<file path="src/rtl/core/rfg_pkg.sv">
// Shared types, constants and helpers for the radio frame generator.
// No dependencies; imported by every module of the block.
`default_nettype none

package rfg_pkg;

    localparam int MAX_RUN_LEN = 16;
    localparam int LEN_W       = 5;
    localparam int CNT_W       = 4;
    localparam int ADDR_W      = 5;

    localparam logic [2:0] REG_PREAMBLE  = 3'd0;
    localparam logic [2:0] REG_SYNC      = 3'd1;
    localparam logic [2:0] REG_POSTAMBLE = 3'd2;
    localparam logic [2:0] REG_FLAG      = 3'd3;
    localparam logic [2:0] REG_SYNC_EVEN = 3'd4;
    localparam logic [2:0] REG_SYNC_ODD  = 3'd5;
    localparam logic [2:0] REG_IDENT     = 3'd6;

    typedef enum logic [2:0] {
        SEC_PRE   = 3'd0,
        SEC_SYNC  = 3'd1,
        SEC_IDENT = 3'd2,
        SEC_PAY   = 3'd3,
        SEC_POST  = 3'd4
    } t_section;

    typedef enum logic [2:0] {
        PH_IDLE,
        PH_PRE,
        PH_SYNC,
        PH_IDENT,
        PH_PAY,
        PH_POST
    } t_phase;

    typedef struct packed {
        logic [LEN_W-1:0] pre_len;
        logic [LEN_W-1:0] sync_run;
        logic [LEN_W-1:0] post_len;
        logic [7:0]       flag;
        logic [7:0]       sync_even;
        logic [7:0]       sync_odd;
        logic [23:0]      ident;
    } t_cfg;

    typedef struct packed {
        logic [7:0] data;
        logic       open_hdr;
        logic       pay;
        logic       closing;
    } t_cmd;

    function automatic logic [LEN_W-1:0] sat_len(input logic [LEN_W-1:0] v);
        logic [LEN_W-1:0] lim;
        lim = LEN_W'(MAX_RUN_LEN);
        return (v > lim) ? lim : v;
    endfunction

endpackage

`default_nettype wire

</file>
<file path="src/rtl/core/rfg_front.sv">
// Front end: accepts input words, tracks the open frame and classifies each word
// into a command for the back end. Depends on rfg_pkg.
`default_nettype none

module rfg_front (
    input  wire                 i_clk,
    input  wire                 i_rst_n,
    input  wire                 i_valid,
    output logic                o_ready,
    input  wire  [7:0]          i_data,
    input  wire                 i_last,
    input  wire                 i_empty,
    input  rfg_pkg::t_cfg       i_cfg,
    input  wire                 i_q_full,
    output logic                o_push,
    output rfg_pkg::t_cmd       o_cmd
);
    import rfg_pkg::*;

    logic r_inside;
    logic n_inside;
    logic accept;
    logic closing;
    logic drop;

    assign o_ready = !i_q_full;
    assign accept  = i_valid && o_ready;
    assign closing = i_empty || i_last;
    // empty word inside a frame with no postamble leaves nothing to send
    assign drop    = r_inside && i_empty && (i_cfg.post_len == '0);
    assign o_push  = accept && !drop;

    always_comb begin
        o_cmd.data     = i_data;
        o_cmd.open_hdr = !r_inside;
        o_cmd.pay      = !i_empty;
        o_cmd.closing  = closing;
    end

    assign n_inside = accept ? !closing : r_inside;

    always_ff @(posedge i_clk) begin
        if (!i_rst_n) begin
            r_inside <= 1'b0;
        end else begin
            r_inside <= n_inside;
        end
    end

endmodule

`default_nettype wire

</file>
<file path="src/rtl/core/rfg_queue.sv">
// Two-entry command queue between front and back end.
// Depends on rfg_pkg for the command type.
`default_nettype none

module rfg_queue (
    input  wire                 i_clk,
    input  wire                 i_rst_n,
    input  wire                 i_push,
    input  rfg_pkg::t_cmd       i_cmd,
    output logic                o_full,
    input  wire                 i_pop,
    output logic                o_valid,
    output rfg_pkg::t_cmd       o_cmd
);
    import rfg_pkg::*;

    t_cmd       r_mem [2];
    logic       r_wptr;
    logic       r_rptr;
    logic [1:0] r_count;
    logic [1:0] n_count;
    logic       do_push;
    logic       do_pop;

    assign o_full  = (r_count == 2'd2);
    assign o_valid = (r_count != 2'd0);
    assign o_cmd   = r_mem[r_rptr];
    assign do_push = i_push && !o_full;
    assign do_pop  = i_pop && o_valid;

    always_comb begin
        n_count = r_count;
        if (do_push && !do_pop) begin
            n_count = r_count + 2'd1;
        end else if (do_pop && !do_push) begin
            n_count = r_count - 2'd1;
        end
    end

    always_ff @(posedge i_clk) begin
        if (!i_rst_n) begin
            r_wptr  <= 1'b0;
            r_rptr  <= 1'b0;
            r_count <= 2'd0;
        end else begin
            r_count <= n_count;
            if (do_push) begin
                r_wptr <= !r_wptr;
            end
            if (do_pop) begin
                r_rptr <= !r_rptr;
            end
        end
    end

    always_ff @(posedge i_clk) begin
        if (do_push) begin
            r_mem[r_wptr] <= i_cmd;
        end
    end

endmodule

`default_nettype wire

</file>
<file path="src/rtl/core/rfg_back.sv">
// Back end: sequences preamble, sync, identifier, payload and postamble bytes
// for each command into an output register. Depends on rfg_pkg.
`default_nettype none

module rfg_back (
    input  wire                 i_clk,
    input  wire                 i_rst_n,
    input  rfg_pkg::t_cfg       i_cfg,
    input  wire                 i_q_valid,
    input  rfg_pkg::t_cmd       i_q_cmd,
    output logic                o_pop,
    output logic                o_valid,
    input  wire                 i_ready,
    output logic [7:0]          o_byte,
    output logic [2:0]          o_section,
    output logic                o_frame_end,
    output logic                o_run_last
);
    import rfg_pkg::*;

    t_phase           r_phase, n_phase;
    logic [CNT_W-1:0] r_cnt, n_cnt;
    t_cmd             r_cmd, n_cmd;

    logic             r_out_valid;
    logic [7:0]       r_out_byte;
    t_section         r_out_sec;
    logic             r_out_end;
    logic             r_out_rlast;

    logic             emit;
    logic             phase_done;
    t_phase           following;
    t_phase           first_ph;
    logic             cmd_last;
    logic [7:0]       cur_byte;
    t_section         cur_sec;
    logic [LEN_W-1:0] cnt_ext;
    logic             take_next;

    assign emit    = (r_phase != PH_IDLE) && (!r_out_valid || i_ready);
    assign cnt_ext = {1'b0, r_cnt};

    // outputs of the sequencer
    always_comb begin
        cur_byte   = i_cfg.flag;
        cur_sec    = SEC_PRE;
        phase_done = 1'b0;
        following  = PH_IDLE;
        unique case (r_phase)
            PH_PRE: begin
                cur_byte   = i_cfg.flag;
                cur_sec    = SEC_PRE;
                phase_done = (cnt_ext == i_cfg.pre_len - LEN_W'(1));
                following  = (i_cfg.sync_run != '0) ? PH_SYNC : PH_IDENT;
            end
            PH_SYNC: begin
                cur_byte   = r_cnt[0] ? i_cfg.sync_odd : i_cfg.sync_even;
                cur_sec    = SEC_SYNC;
                phase_done = (cnt_ext == i_cfg.sync_run - LEN_W'(1));
                following  = PH_IDENT;
            end
            PH_IDENT: begin
                unique case (r_cnt[1:0])
                    2'd0:    cur_byte = i_cfg.ident[23:16];
                    2'd1:    cur_byte = i_cfg.ident[15:8];
                    default: cur_byte = i_cfg.ident[7:0];
                endcase
                cur_sec    = SEC_IDENT;
                phase_done = (r_cnt == CNT_W'(2));
                if (r_cmd.pay) begin
                    following = PH_PAY;
                end else if (r_cmd.closing && (i_cfg.post_len != '0)) begin
                    following = PH_POST;
                end
            end
            PH_PAY: begin
                cur_byte   = r_cmd.data;
                cur_sec    = SEC_PAY;
                phase_done = 1'b1;
                if (r_cmd.closing && (i_cfg.post_len != '0)) begin
                    following = PH_POST;
                end
            end
            PH_POST: begin
                cur_byte   = i_cfg.flag;
                cur_sec    = SEC_POST;
                phase_done = (cnt_ext == i_cfg.post_len - LEN_W'(1));
            end
            default: begin
                cur_byte   = i_cfg.flag;
                cur_sec    = SEC_PRE;
                phase_done = 1'b0;
            end
        endcase
        cmd_last = phase_done && (following == PH_IDLE);
    end

    always_comb begin
        if (i_q_cmd.open_hdr) begin
            if (i_cfg.pre_len != '0) begin
                first_ph = PH_PRE;
            end else if (i_cfg.sync_run != '0) begin
                first_ph = PH_SYNC;
            end else begin
                first_ph = PH_IDENT;
            end
        end else if (i_q_cmd.pay) begin
            first_ph = PH_PAY;
        end else begin
            first_ph = PH_POST;
        end
    end

    assign take_next = (r_phase == PH_IDLE) || (emit && cmd_last);
    assign o_pop     = take_next && i_q_valid;

    // next state of the sequencer
    always_comb begin
        n_phase = r_phase;
        n_cnt   = r_cnt;
        n_cmd   = r_cmd;
        if (take_next) begin
            n_cnt = '0;
            if (i_q_valid) begin
                n_cmd   = i_q_cmd;
                n_phase = first_ph;
            end else begin
                n_phase = PH_IDLE;
            end
        end else if (emit) begin
            if (phase_done) begin
                n_phase = following;
                n_cnt   = '0;
            end else begin
                n_cnt = r_cnt + CNT_W'(1);
            end
        end
    end

    always_ff @(posedge i_clk) begin
        if (!i_rst_n) begin
            r_phase     <= PH_IDLE;
            r_cnt       <= '0;
            r_out_valid <= 1'b0;
        end else begin
            r_phase <= n_phase;
            r_cnt   <= n_cnt;
            if (emit) begin
                r_out_valid <= 1'b1;
            end else if (i_ready) begin
                r_out_valid <= 1'b0;
            end
        end
    end

    always_ff @(posedge i_clk) begin
        r_cmd <= n_cmd;
        if (emit) begin
            r_out_byte  <= cur_byte;
            r_out_sec   <= cur_sec;
            r_out_end   <= cmd_last && r_cmd.closing;
            r_out_rlast <= cmd_last;
        end
    end

    assign o_valid     = r_out_valid;
    assign o_byte      = r_out_byte;
    assign o_section   = r_out_sec;
    assign o_frame_end = r_out_end;
    assign o_run_last  = r_out_rlast;

endmodule

`default_nettype wire

</file>
<file path="src/rtl/core/radio_frame_generator.sv">
// Top level of the radio frame generator: configuration registers, front end,
// command queue and back end. Depends on rfg_pkg, rfg_front, rfg_queue, rfg_back.
//
// Channel   Dir  Payload
// s_axis    in   tdata payload byte, tlast final byte, tuser empty frame
// m_axis    out  tdata out byte, tuser section and run last, tlast frame end
// apb       in   seven registers at byte addresses 0x00 to 0x18
//
// One output byte per cycle while the sink takes words and commands are queued; a word
// that opens a frame emits preamble + sync + 4 bytes (3 for an empty frame), a payload
// word inside a frame one, and a closing word adds the postamble length.
// With the back end idle, a word goes through the queue and phase register to the out register.
// The two-entry command queue stalls s_axis only while it holds two words.
// Reset is synchronous and active low; it clears the open frame and queue state.
`default_nettype none

module radio_frame_generator (
    input  wire                         i_clk,
    input  wire                         i_rst_n,
    input  wire                         s_axis_tvalid,
    output logic                        s_axis_tready,
    input  wire  [7:0]                  s_axis_tdata,   // [7:0] payload_byte
    input  wire                         s_axis_tlast,
    input  wire                         s_axis_tuser,   // [0] empty_frame
    output logic                        m_axis_tvalid,
    input  wire                         m_axis_tready,
    output logic [7:0]                  m_axis_tdata,   // [7:0] out_byte
    output logic [3:0]                  m_axis_tuser,   // [2:0] section, [3] run_last
    output logic                        m_axis_tlast,
    input  wire                         psel,
    input  wire                         penable,
    input  wire                         pwrite,
    input  wire  [rfg_pkg::ADDR_W-1:0]  paddr,
    input  wire  [31:0]                 pwdata,
    output logic [31:0]                 prdata,
    output logic                        pready
);
    import rfg_pkg::*;

    logic [LEN_W-1:0] r_pre, r_sync, r_post;
    logic [7:0]       r_flag, r_even, r_odd;
    logic [23:0]      r_ident;
    logic             wen;
    logic [2:0]       reg_idx;
    t_cfg             cfg;

    logic             push, q_full, pop, q_valid;
    t_cmd             f_cmd, q_cmd;
    logic [2:0]       sec;
    logic             run_last;

    assign pready  = 1'b1;
    assign wen     = psel && penable && pwrite;
    assign reg_idx = paddr[ADDR_W-1:2];

    always_ff @(posedge i_clk) begin
        if (!i_rst_n) begin
            r_pre   <= LEN_W'(8);
            r_sync  <= LEN_W'(2);
            r_post  <= LEN_W'(4);
            r_flag  <= 8'd126;
            r_even  <= 8'd0;
            r_odd   <= 8'd0;
            r_ident <= 24'h534154;
        end else if (wen) begin
            unique case (reg_idx)
                REG_PREAMBLE:  r_pre   <= pwdata[LEN_W-1:0];
                REG_SYNC:      r_sync  <= pwdata[LEN_W-1:0];
                REG_POSTAMBLE: r_post  <= pwdata[LEN_W-1:0];
                REG_FLAG:      r_flag  <= pwdata[7:0];
                REG_SYNC_EVEN: r_even  <= pwdata[7:0];
                REG_SYNC_ODD:  r_odd   <= pwdata[7:0];
                REG_IDENT:     r_ident <= pwdata[23:0];
                default:       ;
            endcase
        end
    end

    always_comb begin
        unique case (reg_idx)
            REG_PREAMBLE:  prdata = {{(32-LEN_W){1'b0}}, r_pre};
            REG_SYNC:      prdata = {{(32-LEN_W){1'b0}}, r_sync};
            REG_POSTAMBLE: prdata = {{(32-LEN_W){1'b0}}, r_post};
            REG_FLAG:      prdata = {24'd0, r_flag};
            REG_SYNC_EVEN: prdata = {24'd0, r_even};
            REG_SYNC_ODD:  prdata = {24'd0, r_odd};
            REG_IDENT:     prdata = {8'd0, r_ident};
            default:       prdata = 32'd0;
        endcase
    end

    always_comb begin
        cfg.pre_len   = sat_len(r_pre);
        cfg.sync_run  = sat_len(r_sync);
        cfg.post_len  = sat_len(r_post);
        cfg.flag      = r_flag;
        cfg.sync_even = r_even;
        cfg.sync_odd  = r_odd;
        cfg.ident     = r_ident;
    end

    rfg_front u_front (
        .i_clk    (i_clk),
        .i_rst_n  (i_rst_n),
        .i_valid  (s_axis_tvalid),
        .o_ready  (s_axis_tready),
        .i_data   (s_axis_tdata),
        .i_last   (s_axis_tlast),
        .i_empty  (s_axis_tuser),
        .i_cfg    (cfg),
        .i_q_full (q_full),
        .o_push   (push),
        .o_cmd    (f_cmd)
    );

    rfg_queue u_queue (
        .i_clk   (i_clk),
        .i_rst_n (i_rst_n),
        .i_push  (push),
        .i_cmd   (f_cmd),
        .o_full  (q_full),
        .i_pop   (pop),
        .o_valid (q_valid),
        .o_cmd   (q_cmd)
    );

    rfg_back u_back (
        .i_clk       (i_clk),
        .i_rst_n     (i_rst_n),
        .i_cfg       (cfg),
        .i_q_valid   (q_valid),
        .i_q_cmd     (q_cmd),
        .o_pop       (pop),
        .o_valid     (m_axis_tvalid),
        .i_ready     (m_axis_tready),
        .o_byte      (m_axis_tdata),
        .o_section   (sec),
        .o_frame_end (m_axis_tlast),
        .o_run_last  (run_last)
    );

    assign m_axis_tuser = {run_last, sec};

endmodule

`default_nettype wire

</file>
<file path="config.mk">
export PLATFORM = sky130hd
export DESIGN_NAME = radio_frame_generator
export DESIGN_NICKNAME = d
export VERILOG_FILES = /design/src/rtl/core/rfg_pkg.sv /design/src/rtl/core/rfg_front.sv /design/src/rtl/core/rfg_queue.sv /design/src/rtl/core/rfg_back.sv /design/src/rtl/core/radio_frame_generator.sv
export SDC_FILE = /design/constraint.sdc
export NUM_CORES = 1
export LEC_CHECK = 0
export ABC_CLOCK_PERIOD_IN_PS = 5600
export BUFFER_PORTS_ARGS = -buffer_cell sky130_fd_sc_hd__buf_2
export CORE_MARGIN = 8
export CORE_UTILIZATION = 40
export CTS_BUF_LIST = sky130_fd_sc_hd__clkbuf_8 sky130_fd_sc_hd__clkbuf_16
export DETAILED_ROUTE_END_ITERATION = 6
export PLACE_DENSITY = 0.69
export SKIP_CTS_REPAIR_TIMING = 1
export SLEW_MARGIN = 25
export SYNTH_ARGS = -nofsm -noshare
export SYNTH_HDL_FRONTEND = slang
export SYNTH_HIERARCHICAL = 1
export SYNTH_SLANG_ARGS = --single-unit
</file>
<file path="constraint.sdc">
create_clock -name i_clk -period 5.6 [get_ports i_clk]
set_input_delay 1.12 -clock i_clk [delete_from_list [all_inputs] [get_ports i_clk]]
set_output_delay 1.12 -clock i_clk [all_outputs]
set_load 0.05 [all_outputs]
</file>
==> out/qor.txt, run 1 <==
Dpl cells - 939
# IOs - 102
Total Neg Setup Slack - 0 ns
Vias in the first global route - 4939
Iteration-0 DRC Markers - 446
TritonCTS clock tree - yes
Cts bufs inserted - 17
Final Core Density - 46.3%
Post-synthesis cell type count - 75
Nets - 796
Area of the multi-input gates - 3230 um^2
Crit. Startpoint - paddr[3]
PwrDens - 391 nW/um^2
Reg-to-reg startpoint - u_back/r_phase[1]
Clk slew on worst S/H paths - 0.06 ns
GRT Util Overall - 16.4%
Final WL - 16900 um
Flop2flop setup slack - 1.52 ns
Seq/Total Area, Yosys - 44.0%
Initial antenna violation count - 0
Seq cells post-synth - 122
Final Cycle Share - 74.5%
CTS max path bufs - 2
Sequential cell area - 2890 um^2
Hold Vio Cnt, Final - 0
Routed Antenna Nets - 0
Largest driver fanout on the critical path - 22
Metal1 wirelength - 7590 um
Synth Warn # - 6
Commonest non-fill, non-tap cell in the layout - nand2_1
Relative slew slack - 36.4%
Mapped Area - 6570 um^2
Worst-Margin Slew - 0.949 ns
1st-pass router iterations - 6
Worst path arrival time - 3.05 ns
Status - complete, no violations
Worst setup SP type - primary input
Cell leakage power - 3.00 nW
Final cell count without fillers - 971
H-tree depth - 4
Asr flop ratio synth - 0%
Die area - 20800 um^2
RSZ-0062 raised after global routing - no
# rows - 47
Met2 wire length - 7650 um
First-pass GRT wire length - 26600 um
Primary FF master, synth - dfxtp_1
Die Ht - 144 um
Most frequent cells in the layout - nand2_1 (96), buf_2 (82), dfxtp_1 (77)
Diode count - 0
CP endpoint kind - primary output
WP data required - 4.48 ns
Max Used Layer - met4
Final setup viols - 0
Sink Count - 122
Drt wl/cell - 17.4 um
Die width - 144 um
Pins Over Slew Limit - 0
Port bufs - 82
Max frequency - 240 MHz
Post-synth EDFFs - 45
GRT overflow - 0
# DRC - 0
GP Congestion - 0.901
Min-delay src - r_ident[10]
Worst min-delay path class - flop to flop
Clock Tree Root - clkbuf_16
Filler cell count - 1582
Dpl hpwl - 12000 um
Core area - 16300 um^2
Largest net degree at the start of global routing - 38
Max-Cap Viols - 0
Setup Skew - 0.00837 ns
Met3 WL - 1410 um
Via Count - 5274
Vias per inst - 5.43
Starting Density - 40.2%
Area grow syn2layout - 15.2%
Mapped Cells - 685
Clock latency on the worst-skew pair - 0.42 ns
Layout cells sized above 1 - 21.2%
WS Path Type - primary input to primary output
Overall power - 2.96 mW
Syn_area_per_cell - 9.59 um^2
Final Critical Period - 4.17 ns
Max VDD drop - 0.237 mV
worst paths after layout:
| path | to | depth (start not counted) |
|---|---|---|
| setup / recovery | prdata[3] | 5 |
| hold / removal | r_ident[10] | 2 |
| setup reg to reg | u_queue/r_count[1] | 12 |
| hold reg to reg | r_ident[10] | 2 |
routing by layer:
metal,vias to the layer above,global-route usage [%]
met4,0,5.70
li1,2552,-
met1,2490,21.6
met3,20,4.16
met5,-,0
met2,212,25.8
synthesized netlist by cell type, types with 12 or more instances:
library cell / number / area, um^2
nand2_1: 96 / 360
nand3_1: 18 / 90.1
edfxtp_1: 45 / 1350
inv_1: 31 / 116
mux2_2: 15 / 169
o311ai_1: 12 / 105
nor2_1: 20 / 75.1
buf_4: 24 / 180
and2_1: 22 / 138
a21oi_1: 22 / 110
clkbuf_1: 22 / 82.6
nor2b_1: 15 / 93.8
mux2i_1: 71 / 711
o21ai_0: 36 / 180
dfxtp_1: 77 / 1540
state kept, by name, indices dropped and copies added (netlist names), named ones only:
name and flops:
r_ident 24, u_queue/r_mem 22, u_back/r_cmd 10, r_even 8
r_flag 8, r_odd 8, u_back/o_byte 8, r_post 5
r_pre 5, r_sync 5, u_back/r_cnt 4, u_back/o_section 3
u_back/r_phase 3, u_queue/r_count 2, u_back/o_frame_end 1, u_back/o_run_last 1
u_back/o_valid 1, u_front/r_inside 1, u_queue/r_rptr 1, u_queue/r_wptr 1
through the flow:
step	hold WS, ns	cell area, um^2	setup slack (ns)
after floorplan	0.443	6600	1.51
after global placement	0.454	6960	1.48
after detailed placement	0.460	6960	1.49
after CTS	0.473	7570	1.46
after global routing	0.486	7570	1.30
final	0.473	7570	1.43
worst max-delay path: stages:
cell      delay [ns]
buf_2           0.28
nand2b_1        0.49
o221a_2         0.39
a221oi_1        0.40
buf_2           0.36
power breakdown:
| part | switching, mW | internal, mW | total, mW |
|---|---|---|---|
| Combinational | 0.476 | 0.231 | 0.707 |
| Sequential | 0.0804 | 1.07 | 1.15 |
| Clock | 0.399 | 0.696 | 1.10 |
| Total | 0.956 | 2.00 | 2.96 |
logic make-up after synthesis:
kind of cell | synth area share [%]
compound gates | 15.2
simple gates | 18.7
fa+ha+maj | 0.762
other cells | 0.114
mux | 13.4
xor+xnor | 0.533
buf+inv | 7.31
flops | 44.0
final cells by class:
type	count	area share (%)
clock inverter	10	1.12
timing repair buffer	87	5.92
tap	220	3.64
clock buffer	22	6.83
multi-input combinational	478	42.7
inverter	32	1.59
sequential	122	38.2
Note: power is estimated with default switching activity, not from simulation.
==> run 2: changes to the inputs <==
Settings changed: ABC_CLOCK_PERIOD_IN_PS 5600 to 4240.
Clock period 5.6 ns to 4.24 ns, I/O delays scaled along.
==> run 2 against run 1 <==
Against the previous run: die area unchanged; critical path depth increased by 6; clock power increased by 20%; critical path type is now flop to flop; critical endpoint is now u_queue/r_count[1]; largest power group unchanged.
==> out/qor.txt, run 2 (synthesis results as in run 1) <==
Final WL - 16900 um
TritonCTS clock tree - yes
Hold WS - 0.468 ns
Die area - 20800 um^2
Worst path arrival time - 4.15 ns
Sink Count - 122
Iteration-0 DRC Markers - 398
CTS max path bufs - 2
RSZ-0062 raised after global routing - no
Biggest regs - r_ident (24), u_queue/r_mem (22), u_back/r_cmd (10)
Worst hold path depth - 2
Nets - 798
GP Congestion - 0.922
Final Cycle Share - 89.7%
Core area - 16300 um^2
Worst-Margin Slew - 0.934 ns
FF-to-FF End - u_queue/r_count[1]
WS Path Type - flop to flop
Total Neg Setup Slack - 0 ns
Via Count - 5253
GRT overflow - 0
Max Used Layer - met4
Setup Skew - 0.0195 ns
First-pass GRT wire length - 26400 um
Sequential cell area - 2890 um^2
1st-pass router iterations - 5
Clock Tree Root - clkbuf_16
Port bufs - 82
Met3 WL - 1420 um
Clock latency on the worst-skew pair - 0.42 ns
Area of the multi-input gates - 3230 um^2
Cts bufs inserted - 17
Max frequency - 263 MHz
Dpl hpwl - 12200 um
Layout cells sized above 1 - 21.0%
Worst r2r path cells - 11
Starting Density - 40.2%
Pins Over Slew Limit - 0
Worst min-delay path class - flop to flop
Vias in the first global route - 4985
Flop2flop setup slack - 0.44 ns
H-tree depth - 4
Most frequent cells in the layout - nand2_1 (96), buf_2 (82), dfxtp_1 (77)
# DRC - 0
Metal1 wirelength - 7590 um
CP endpoint kind - flop
Cell leakage power - 2.97 nW
Relative slew slack - 37.4%
Hold endpoint - r_ident[21]
Final Critical Period - 3.80 ns
PwrDens - 502 nW/um^2
# IOs - 102
Most flops, register - r_ident
Clk slew on worst S/H paths - 0.05 ns
Max FFs per register - 24
Status - complete, no violations
Initial antenna violation count - 0
Met2 wire length - 7680 um
Die width - 144 um
Max VDD drop - 0.291 mV
Diode count - 0
Vias per inst - 5.40
Max-Cap Viols - 0
Reg-to-reg startpoint - u_back/r_phase[0]
Final setup viols - 0
Min-delay src - r_ident[21]
Filler cell count - 1593
Largest net degree at the start of global routing - 40
Routed Antenna Nets - 0
Die Ht - 144 um
Worst setup SP type - flop
Hold Vio Cnt, Final - 0
# rows - 47
Drt wl/cell - 17.3 um
GRT Util Overall - 16.4%
Area grow syn2layout - 14.6%
WP data required - 4.58 ns
Largest driver fanout on the critical path - 23
Commonest non-fill, non-tap cell in the layout - nand2_1
==> run 2: cell count changes in the layout (fill, tap and decap cells not counted) <==
cell        previous run  this run
clkinvlp_4             0         3
inv_4                  3         0
buf_4                  5         7
clkbuf_16             19        17
clkbuf_8               3         1
clkinv_1               0         2
clkinv_4               2         3
inv_1                 32        33
==> run 2: worst max-delay path by stage <==
stage	startpoint	endpoint	slack, ns
6_report	u_back/r_phase[0]	u_queue/r_count[1]	0.44
5_1_grt	u_back/r_phase[0]	u_queue/r_count[1]	0.21
4_1_cts	u_back/r_phase[0]	u_queue/r_count[1]	0.47
3_5_place_dp	u_back/r_phase[0]	u_queue/r_count[1]	0.51
3_3_place_gp	u_back/r_phase[0]	u_queue/r_count[1]	0.53
2_1_floorplan	r_pre[4]	u_queue/r_count[1]	0.15
==> run 2: worst max-delay path, stage by stage (launching register included) <==
cell and delay [ns]:
dfxtp_1 0.80, nor2_2 0.19, a222oi_1 0.50, and2_4 0.26
a31oi_1 0.07, o31a_1 0.24, mux2_2 0.31, o31ai_2 0.35
o21ai_1 0.17, ha_1 0.36, or3_1 0.35, a21boi_1 0.13
==> run 2: power by group <==
group / total [mW] / switching (mW) / internal, mW
combinational: 0.943 / 0.635 / 0.307
clock: 1.32 / 0.516 / 0.809
sequential: 1.51 / 0.0977 / 1.42
==> run 2: per-stage QoR <==
step                      total power, mW  instance area [um^2]  setup WS, ns  cells  util (%)
after global routing                 3.95                  7530         0.211    973      46.0
after CTS                            3.80                  7530         0.466    973      46.0
after floorplan                      2.25                  6600         0.149    692         -
final                                3.78                  7530         0.438    973      46.0
after detailed placement             2.47                  6980         0.506    941      42.7
after global placement               2.46                  6980         0.528    941      42.7
==> run 2: layer usage <==
layer / vias up / GRT usage, %
met2: 198 / 26.5
li1: 2553 / -
met3: 12 / 3.66
met5: - / 0
met1: 2490 / 21.4
met4: 0 / 5.26
==> run 2: final cells by class <==
cell class                      instances  area share, %
Clock buffer                           18           5.83
Clock inverter                         14           1.45
Inverter                               32           1.60
Multi-Input combinational cell        478           42.9
Sequential cell                       122           38.4
Tap cell                              220           3.66
Timing Repair Buffer                   89           6.15
